<file path="src/hw/rtl/cwc_ram.sv">
`timescale 1ns / 1ps
// ----------------------------------------------------------------------------
// cwc_ram
// Generic single-write, single-read RAM with a registered read port.
// ----------------------------------------------------------------------------
module cwc_ram #(
  parameter int WIDTH = 8,
  parameter int DEPTH = 128,
  localparam int AW = (DEPTH > 1) ? $clog2(DEPTH) : 1
) (
  input  logic             clk_i,
  input  logic             we_i,
  input  logic [AW-1:0]    waddr_i,
  input  logic [WIDTH-1:0] wdata_i,
  input  logic [AW-1:0]    raddr_i,
  output logic [WIDTH-1:0] rdata_o
);

  logic [WIDTH-1:0] mem_q [DEPTH];
  logic [WIDTH-1:0] rdata_q;

  always_ff @(posedge clk_i) begin
    if (we_i) begin
      mem_q[waddr_i] <= wdata_i;
    end
    rdata_q <= mem_q[raddr_i];
  end

  assign rdata_o = rdata_q;

endmodule

</file>
<file path="config.mk">
export PLATFORM = sky130hd
export DESIGN_NAME = cwc_ram
export DESIGN_NICKNAME = d
export VERILOG_FILES = /design/src/hw/rtl/cwc_ram.sv
export SDC_FILE = /design/constraint.sdc
export NUM_CORES = 1
export LEC_CHECK = 0
export BUFFER_PORTS_ARGS = -buffer_cell sky130_fd_sc_hd__clkbuf_2
export CAP_MARGIN = 20
export CORE_ASPECT_RATIO = 0.75
export CORE_MARGIN = 2
export CORE_UTILIZATION = 50
export DETAILED_ROUTE_END_ITERATION = 10
export PLACE_DENSITY_LB_ADDON = 0.05
export SLEW_MARGIN = 20
export SYNTH_ARGS = -nofsm -noshare
export SYNTH_HDL_FRONTEND = slang
export SYNTH_SLANG_ARGS = --single-unit
export TNS_END_PERCENT = 1
</file>
<file path="constraint.sdc">
create_clock -name clk_i -period 4 [get_ports clk_i]
set_input_delay 0.8 -clock clk_i [delete_from_list [all_inputs] [get_ports clk_i]]
set_output_delay 0.8 -clock clk_i [all_outputs]
set_load 0.02 [all_outputs]
</file>
==> results.ini <==
[status]
status = finished, final reports clean

[die]
core_area_sq_mm = 0.07862
initial_core_util_pct = 50.45
rows = 89
io_pins = 32
die_h_um = 247.9
die_w_um = 329.2
dieArea_sq_mm = 0.08162

[timing]
fin_setup_tns_ns = 0
worst_slack_ns = 1.091
worst_clock_skew_ns = 0.03780
finalMaxSlewViolations = 0
whs_ns = 0.6684
period_minus_slack_ns = 2.909
setup_viol = 0
hold_viol = 0
worstMarginPinSlew_ns = 1.027
post-route-period-util_pct = 72.72
rsz0062_at_grt = false
clock.fmax_mhz = 343.8
slew_headroom_pct = 31.50

[clock_tree]
cts_buffer_depth = 3
cts_repair_resize_count = 0
insertion_delay_ns = 0.68
postCtsHoldBufs = 0
clock_sinks = 1032
cts_buffers = 98
cts_setup_buffers = 0
cts_root_buf = clkbuf_16
cts_max_level = 3
cts_tree = yes
path_clk_slew_ns = 0.06

[job]
cap_violations = 0

[place]
gp_congestion = 0.7844
detailedPlacementHpwl_um = 59710
preCtsSetupSlack_ns = 0.3651
io_buffers = 31

[synth]
synth-seq-cells = 1032
syn_nets = 1659
seq_area_frac_synth_pct = 77.93
syn_area_per_cell_sq_um = 24.26
yosysUniqueCellTypes = 17
syn_area_sq_mm = 0.03967
yosysWarnings = 0
synthCells = 1635

[route]
drc = 0
first_iter_violations = 2222
dr_wl_met3_um = 6554
ant_nets = 0
drt-vias-per-instance = 6.075
post_drt_wl_per_cell_um = 31.99
drt-met1-wl_um = 43460
via_count = 18120
dr.pass1.iters = 7
topRoutingLayerUsed = met5
wl_um = 95430
dr_wl_met2_um = 43420

[pwr]
p_sw_mw = 4.655
powerDensity_mw_per_mm2 = 489.2
p_leak_nw = 14.25
p_clk_share_pct = 40.9
comb_power_share_pct = 5.4
p_total_mw = 22.28
intPower_mw = 17.63
p_seq_share_pct = 53.7
switching_share_pct = 20.89
ir_worst_vdd_uv = 340.5

[critical_path]
ff2ff_setup_slack_ns = 1.56
crit_fanout = 25
crit_top_cell = mux4_2
cp-start-kind = input port
slowest_delay_ns = 0.55
cp.arrival_ns = 3.48
cp_cell_sequence = buf_8, buf_12, buf_4, mux4_2, mux4_2, mux4_2, mux2_2
criticalPathCategory = in -> reg
cp.required_ns = 4.57
cp-end-kind = flip-flop
slowest_stage = mux4_2

[cells_and_area]
utilization_pct = 57.93
syn2layout_area_growth_pct = 14.81
final_nets = 1877
drive_above_1_share_pct = 35.42

[grt]
grt_first_pass_wirelength_um = 136200
grt_overflow = 0
grt_max_degree = 129
grt_usage_pct = 24.05
antenna_found_initial = 6
grt_pass1_vias = 18260

[hold_path]
hp-class = in -> reg

## placed cells by master, fill, tap and decap left out, types with 9 or more instances in the layout
| master | count |
|---|---|
| clkinv_2 | 12 |
| clkbuf_16 | 99 |
| clkinv_1 | 20 |
| edfxtp_1 | 1024 |
| buf_12 | 25 |
| nand3_1 | 12 |
| nor2_1 | 122 |
| nand2_1 | 14 |
| clkbuf_1 | 25 |
| bufinv_16 | 10 |
| clkbuf_2 | 19 |
| mux4_2 | 336 |
| buf_4 | 161 |
| nor3_1 | 9 |
## synthesized netlist by cell type
cell type | number | share of area (%)
mux4_2 | 336 | 19
nand2b_1 | 2 | 0.032
nor3_1 | 9 | 0.11
nand2_1 | 14 | 0.13
buf_4 | 11 | 0.21
mux2_2 | 8 | 0.23
nor2b_1 | 7 | 0.11
edfxtp_1 | 1024 | 78
or3_1 | 1 | 0.016
dfxtp_1 | 8 | 0.40
nor2_1 | 122 | 1.2
buf_1 | 18 | 0.17
buf_2 | 15 | 0.19
nand4_1 | 3 | 0.047
nand3_1 | 12 | 0.15
clkbuf_1 | 44 | 0.42
buf_6 | 1 | 0.028
## path summary, 6_finish.rpt
kind / startpoint / cells after the start / endpoint
worst max-delay path: raddr_i[0] / 7 / rdata_o[4]
worst max register to register: mem_q[61][7] / 4 / rdata_o[7]
worst min-delay path: wdata_i[1] / 1 / mem_q[117][1]
worst min register to register: mem_q[29][5] / 4 / rdata_o[5]
## metal layers
| metal | global-route usage [%] | vias up |
|---|---|---|
| met5 | 1.763 | - |
| met4 | 5.174 | 4 |
| met3 | 5.075 | 122 |
| met2 | 35.15 | 601 |
| met1 | 37.60 | 9906 |
| li1 | - | 7488 |
## per-stage QoR
stage	cells	instance area (sq um)
4_1_cts	2977	45530
5_1_grt	2980	45530
6_report	2983	45540
3_5_place_dp	2799	42410
2_1_floorplan	1635	39670
3_3_place_gp	2799	42410
## critical path, delay by kind of cell
kind | cells | cell delay (ns)
buffers and inverters | 3 | 0.71
muxes | 4 | 1.91
## registers in the layout, summed over array words and instances, names as in the netlist
register  count
mem_q      1024
rdata_o       8
## layout make-up
| cell class | instances | area (sq um) |
|---|---|---|
| clock inverter | 54 | 548.0 |
| antenna | 6 | 15.01 |
| tap | 1046 | 1309 |
| clock buffer | 124 | 2571 |
| timing repair buffer | 207 | 1834 |
| sequential | 1032 | 30910 |
| fill | 5758 | 33080 |
| multi-input combinational | 514 | 8354 |
## power groups by stage
stage                     clock network [mW]  logic, mW  registers (mW)
final                                   9.12       1.20            12.0
after global routing                    9.72       1.27            12.0
after CTS                               9.30       1.22            12.0
after detailed placement                   0       1.22            12.2
after global placement                     0       1.20            12.2
after floorplan                            0      0.604            12.2
## logic make-up (layout without fill, tap and decap cells)
family / Yosys count / count (layout) / share of synthesized area [%]
other: 0 / 6 / 0
multiplexers: 344 / 344 / 19.30
buffers and inverters: 89 / 385 / 1.013
AND/OR/NAND/NOR: 170 / 170 / 1.757
flip-flops: 1032 / 1032 / 77.93
Note: power is estimated with default switching activity, not from simulation.
