### config.mk
export PLATFORM = sky130hd
export DESIGN_NAME = cwc_div
export DESIGN_NICKNAME = d
export VERILOG_FILES = /design/src/hw/rtl/cwc_pkg.sv /design/src/hw/rtl/cwc_div.sv
export SDC_FILE = /design/constraint.sdc
export NUM_CORES = 1
export LEC_CHECK = 0
export BUFFER_PORTS_ARGS = -buffer_cell sky130_fd_sc_hd__clkbuf_2
export CORE_AREA = 2 2 105 107
export DETAILED_ROUTE_END_ITERATION = 8
export DIE_AREA = 0 0 107 109
export PLACE_DENSITY_LB_ADDON = 0.08
export SYNTH_ARGS = -nofsm -noshare
export SYNTH_HDL_FRONTEND = slang
export SYNTH_SLANG_ARGS = --single-unit
### constraint.sdc
create_clock -name clk_i -period 3.08 [get_ports clk_i]
set_input_delay 0.308 -clock clk_i [delete_from_list [all_inputs] [get_ports clk_i]]
set_output_delay 0.308 -clock clk_i [all_outputs]
set_load 0.02 [all_outputs]
### src/hw/rtl/cwc_pkg.sv
`timescale 1ns / 1ps
// ----------------------------------------------------------------------------
// cwc_pkg
// Shared types and constants of the column weighted centroid block.
// ----------------------------------------------------------------------------
package cwc_pkg;

  localparam int PIX_W  = 8;
  localparam int COL_W  = 7;
  localparam int ROW_W  = 10;
  localparam int CENT_W = 17;
  localparam int THR_W  = 8;
  localparam int RC_W   = 11;
  // Wide enough for the clamped row count (largest allowed frame height).
  localparam int RCX_W  = 13;
  localparam int WSUM_W = 29;
  localparam int VSUM_W = 18;
  localparam int PROD_W = (ROW_W + 1) + PIX_W;
  localparam int NUM_W  = WSUM_W + 6;
  localparam int QUO_STEPS = CENT_W;
  localparam int CNT_W  = 5;

  localparam logic [THR_W-1:0]  THRESHOLD_RST = THR_W'(150);
  localparam logic [RC_W-1:0]   ROW_COUNT_RST = RC_W'(700);
  localparam logic [CENT_W-1:0] Q6_ONE = CENT_W'(64);
  localparam logic [CENT_W-1:0] Q6_MAX = CENT_W'(65536);

  typedef enum logic {
    REG_THRESHOLD,
    REG_ROW_COUNT
  } reg_idx_e;

  typedef enum logic [1:0] {
    DIV_IDLE,
    DIV_RUN,
    DIV_DONE
  } div_state_e;

  typedef struct packed {
    logic [WSUM_W-1:0] wsum;
    logic [VSUM_W-1:0] vsum;
  } sums_t;

  typedef struct packed {
    logic [COL_W-1:0]  col;
    logic [WSUM_W-1:0] num;
    logic [VSUM_W-1:0] den;
  } div_req_t;

  typedef struct packed {
    logic [COL_W-1:0]  col;
    logic [CENT_W-1:0] centroid;
    logic              found;
  } div_res_t;

endpackage

### src/hw/rtl/cwc_div.sv
`timescale 1ns / 1ps
// ----------------------------------------------------------------------------
// cwc_div
// Restoring divider for the Q6 centroid, one quotient bit per cycle.
// ----------------------------------------------------------------------------
module cwc_div
  import cwc_pkg::*;
(
  input  logic     clk_i,
  input  logic     rst_ni,
  input  logic     start_i,
  input  div_req_t req_i,
  output logic     busy_o,
  output logic     res_valid_o,
  input  logic     res_ready_i,
  output div_res_t res_o
);

  div_state_e state_q, state_d;

  logic [VSUM_W-1:0] rem_q, rem_d;
  logic [CENT_W-1:0] numlo_q, numlo_d;
  logic [CENT_W-1:0] quo_q, quo_d;
  logic [VSUM_W-1:0] den_q, den_d;
  logic [COL_W-1:0]  col_q, col_d;
  logic              found_q, found_d;
  logic [CNT_W-1:0]  cnt_q, cnt_d;

  logic [NUM_W-1:0]  numer;
  logic              den_zero;
  logic              overflow;
  logic [VSUM_W:0]   rem_sh;
  logic [VSUM_W:0]   rem_diff;
  logic              rem_ge;
  logic              last_step;

  // Rounded numerator: sum * 64 + den / 2.
  assign numer    = {req_i.num, 6'b0} + NUM_W'(req_i.den[VSUM_W-1:1]);
  assign den_zero = (req_i.den == '0);
  // The quotient would not fit in the result width, so it clamps anyway.
  assign overflow = (numer[NUM_W-1:CENT_W] >= req_i.den);

  assign rem_sh    = {rem_q, numlo_q[CENT_W-1]};
  assign rem_diff  = rem_sh - {1'b0, den_q};
  assign rem_ge    = (rem_sh >= {1'b0, den_q});
  assign last_step = (cnt_q == CNT_W'(QUO_STEPS - 1));

  always_comb begin
    state_d = state_q;
    case (state_q)
      DIV_IDLE: begin
        if (start_i) begin
          state_d = (den_zero || overflow) ? DIV_DONE : DIV_RUN;
        end
      end
      DIV_RUN: begin
        if (last_step) begin
          state_d = DIV_DONE;
        end
      end
      DIV_DONE: begin
        if (res_ready_i) begin
          state_d = DIV_IDLE;
        end
      end
      default: state_d = DIV_IDLE;
    endcase
  end

  always_comb begin
    rem_d   = rem_q;
    numlo_d = numlo_q;
    quo_d   = quo_q;
    den_d   = den_q;
    col_d   = col_q;
    found_d = found_q;
    cnt_d   = cnt_q;
    if (state_q == DIV_IDLE && start_i) begin
      rem_d   = numer[NUM_W-1:CENT_W];
      numlo_d = numer[CENT_W-1:0];
      den_d   = req_i.den;
      col_d   = req_i.col;
      found_d = !den_zero;
      cnt_d   = '0;
      if (den_zero) begin
        quo_d = Q6_ONE;
      end else if (overflow) begin
        quo_d = Q6_MAX;
      end else begin
        quo_d = '0;
      end
    end else if (state_q == DIV_RUN) begin
      rem_d   = rem_ge ? rem_diff[VSUM_W-1:0] : rem_sh[VSUM_W-1:0];
      numlo_d = {numlo_q[CENT_W-2:0], 1'b0};
      quo_d   = {quo_q[CENT_W-2:0], rem_ge};
      cnt_d   = cnt_q + CNT_W'(1);
    end
  end

  always_ff @(posedge clk_i or negedge rst_ni) begin
    if (!rst_ni) begin
      state_q <= DIV_IDLE;
    end else begin
      state_q <= state_d;
    end
  end

  always_ff @(posedge clk_i) begin
    rem_q   <= rem_d;
    numlo_q <= numlo_d;
    quo_q   <= quo_d;
    den_q   <= den_d;
    col_q   <= col_d;
    found_q <= found_d;
    cnt_q   <= cnt_d;
  end

  always_comb begin
    busy_o         = (state_q != DIV_IDLE);
    res_valid_o    = (state_q == DIV_DONE);
    res_o.col      = col_q;
    res_o.found    = found_q;
    if (quo_q < Q6_ONE) begin
      res_o.centroid = Q6_ONE;
    end else if (quo_q > Q6_MAX) begin
      res_o.centroid = Q6_MAX;
    end else begin
      res_o.centroid = quo_q;
    end
  end

endmodule

==> impl_metrics.toml <==
[critical_path]
crit_required_ns = 3.35
worstSetupPathType = "input pin to flip-flop"
crit_path_start_kind = "input pin"
cp.arrival_ns = 3.43
crit_fanout = 6
r2r_cells = 8
end_kind = "flip-flop"

[grt]
grt_max_degree = 70
grt-ovfl-total = 0
grt_pass1_vias = 5038
grt_pass1_wl_mm = 23.9
grt_usage_pct = 26.4
antenna_found_initial = 0

[floorplanning]
initial_core_util_pct = 55.9
coreArea_sq_um = 10600
ios = 85
rows = 38
die_width_um = 107
dieArea_sq_um = 11700
die_height_um = 109

[timing]
final-setup-viol-count = 1
max_slew_margin_pct = 54.0
finalCriticalPeriod_ns = 3.16
fin_crit_sh_pct = 103
finalWorstSetupSlack_ns = -0.0788
finalSetupTns_ns = -0.0788
hold_viol_final = 0
timing.fmax_mhz = 317
rsz0062_at_grt = "yes"
clock_skew_ns = 0.0211
report.final.slew_viol_count = 0
worst_pin_slew_ns = 0.690

[pwr]
p_leak_uw = 0.00338
power_frac_comb_pct = 55.4
cellPowerDensity_nw_per_um2 = 895
swShare_pct = 41.7
switchingPower_uw = 2820
power_uw = 6760
peakVddDrop_uv = 788
p_clk_share_pct = 11.2
seq_power_share_pct = 33.4
p_int_uw = 3940

[cells_and_area]
layout.nets = 875
antenna_cells = 0
fill_cells = 806
multi_input_area_sq_um = 3370
seqCellArea_sq_um = 2490
area_growth_pct = 27.5
drive_above_1_share_pct = 31.6

[routing]
wl_met2_mm = 7.64
wl_met1_mm = 6.83
met3_length_um = 524
drt_iter0_drc = 371
route.detailed.drc = 0
wire_per_inst_um = 16.9
ant_nets = 0
num_vias = 5169
avgViaCountPerCell = 5.67
routed_wirelength_mm = 15.4
first_pass_iters = 4
dr.max_layer_used = "met4"

[logic_synthesis]
yosysMostFrequentCell = "edfxtp_1"
syn_area_sq_um = 5930
yosys_warnings = 0
synthCells = 607
ys_ff_latch = 85
synth_commonest_cells = "edfxtp_1, nand2_1, inv_1, ha_1, nor2_1"
synth_edf_count = 78
ys_seq_area_share_pct = 42.1
synth.distinct_cells = 70
synth_top_area_share_pct = 39.5
yosysTopAreaCell = "edfxtp_1"
async_reset_ff_share_pct = 2.35
mappedNetlistNets = 716
ys_top_cells_by_area = "edfxtp_1, ha_1, nand2_1"
synth-main-ff-cell = "edfxtp_1"
synth_area_per_cell_sq_um = 9.76

[placed_design]
portBuffers = 84
gp_congestion = 0.928
hpwl_mm = 11.5

[clocking]
path_clk_slew_ns = 0.11
numCtsBuffers = 9
clk_latency_ns = 0.37
h-tree-depth = 3
clk_path_buf_depth = 2
clock-root-buffer = "clkbuf_8"
cts_tree = "yes"
clock-sinks = 85

[status]
status = "finished with violations"
failed_checks = "negative setup slack"

[worst_hold_path]
holdPathStages = 1
min_path_type = "input pin to flip-flop"

[run]
drv_cap = 0
[path summary, 6_finish.rpt]
| check | slack (ns) | end | from |
|---|---|---|---|
| max | -0.08 | state_q[1] | req_i[13] |
| max reg2reg | 0.11 | rem_q[9] | rem_q[15] |
| min reg2reg | 0.53 | numlo_q[7] | numlo_q[6] |
| min | 0.11 | col_q[5] | req_i[52] |
| max in group asynchronous | 2.70 | state_q[0] | rst_ni |
| min in group asynchronous | 0.26 | state_q[1] | rst_ni |
[cell usage in the layout (no fill, tap or decap), drive strengths merged, types with 9 or more instances in the layout]
cell	netlist	routed
buf	4	92
clkbuf	15	84
edfxtp	78	78
inv	53	56
nand2	56	56
ha	49	49
nor2	38	38
a21oi	34	34
o21ai	31	31
and2	25	25
nand3	20	20
xor2	20	20
xnor2	17	17
nand4	15	15
a21o	14	14
mux2	13	13
nor2b	11	11
and3	10	10
nor3	9	9
[critical path, stage by stage]
cell     delay (ns)
buf_8          0.10
ha_4           0.29
nand4_1        0.17
o41ai_2        0.39
o221a_2        0.34
nand2_4        0.09
nor2_4         0.11
xnor2_2        0.14
inv_1          0.08
ha_1           0.29
a21o_1         0.19
a21o_1         0.19
o21ai_0        0.21
o21a_1         0.21
a21oi_1        0.08
or2_4          0.22
[final cells by class]
cell class / count / area share [%]
multi-input combinational: 449 / 44.6
sequential: 85 / 33.0
timing repair buffer: 168 / 15.1
inverter: 53 / 2.63
tap: 140 / 2.32
clock buffer: 9 / 1.64
clock inverter: 7 / 0.745
[registers in the layout, summed over array words and instances (netlist names)]
name / count
col_q: 7
numlo_q: 17
state_q: 2
den_q: 18
rem_q: 18
cnt_q: 5
quo_q: 17
found_q: 1
[repair_timing]
item	4_1_cts	5_1_grt
hold buffers	1	0
gates resized for setup	13	39
setup buffers	4	4
pin swaps	10	15
endpoints found under the hold margin	2	0
setup endpoints to repair	3	3
[through the flow]
stage	setup slack [ns]	hold WS, ns	util (%)	std cells	cell area (sq um)
floorplan	-0.197	0.0124	-	607	6000
global placement	-0.498	0.0983	66.7	887	7070
detailed placement	-0.563	0.0977	66.7	887	7070
CTS	-0.0130	0.0979	69.7	908	7390
global route	-0.204	0.0969	71.3	911	7550
finish	-0.0788	0.113	71.3	911	7550
[cell families (layout without fill, tap and decap cells)]
group / Yosys count / after routing / synth area share (%)
flops: 85 / 85 / 42.1
compound gates: 132 / 132 / 14.9
buf+inv: 73 / 237 / 4.98
fa+ha+maj: 51 / 51 / 11.0
simple gates: 213 / 213 / 18.6
mux: 16 / 16 / 2.98
xor+xnor: 37 / 37 / 5.47
[metal layers]
layer  track usage [%]  vias to the layer above
met1              34.3                     2487
li1                  -                     2523
met5                 0                        -
met4              10.5                        0
met2              45.3                      124
met3              3.29                       35
[power by group through the flow]
stage | logic, uW | clock network [uW] | registers (uW)
3_3_place_gp | 3580 | 0 | 2260
6_report | 3750 | 754 | 2260
4_1_cts | 3700 | 772 | 2250
2_1_floorplan | 2600 | 0 | 2230
5_1_grt | 4110 | 810 | 2310
3_5_place_dp | 3640 | 0 | 2280
Note: power is estimated with default switching activity, not from simulation.
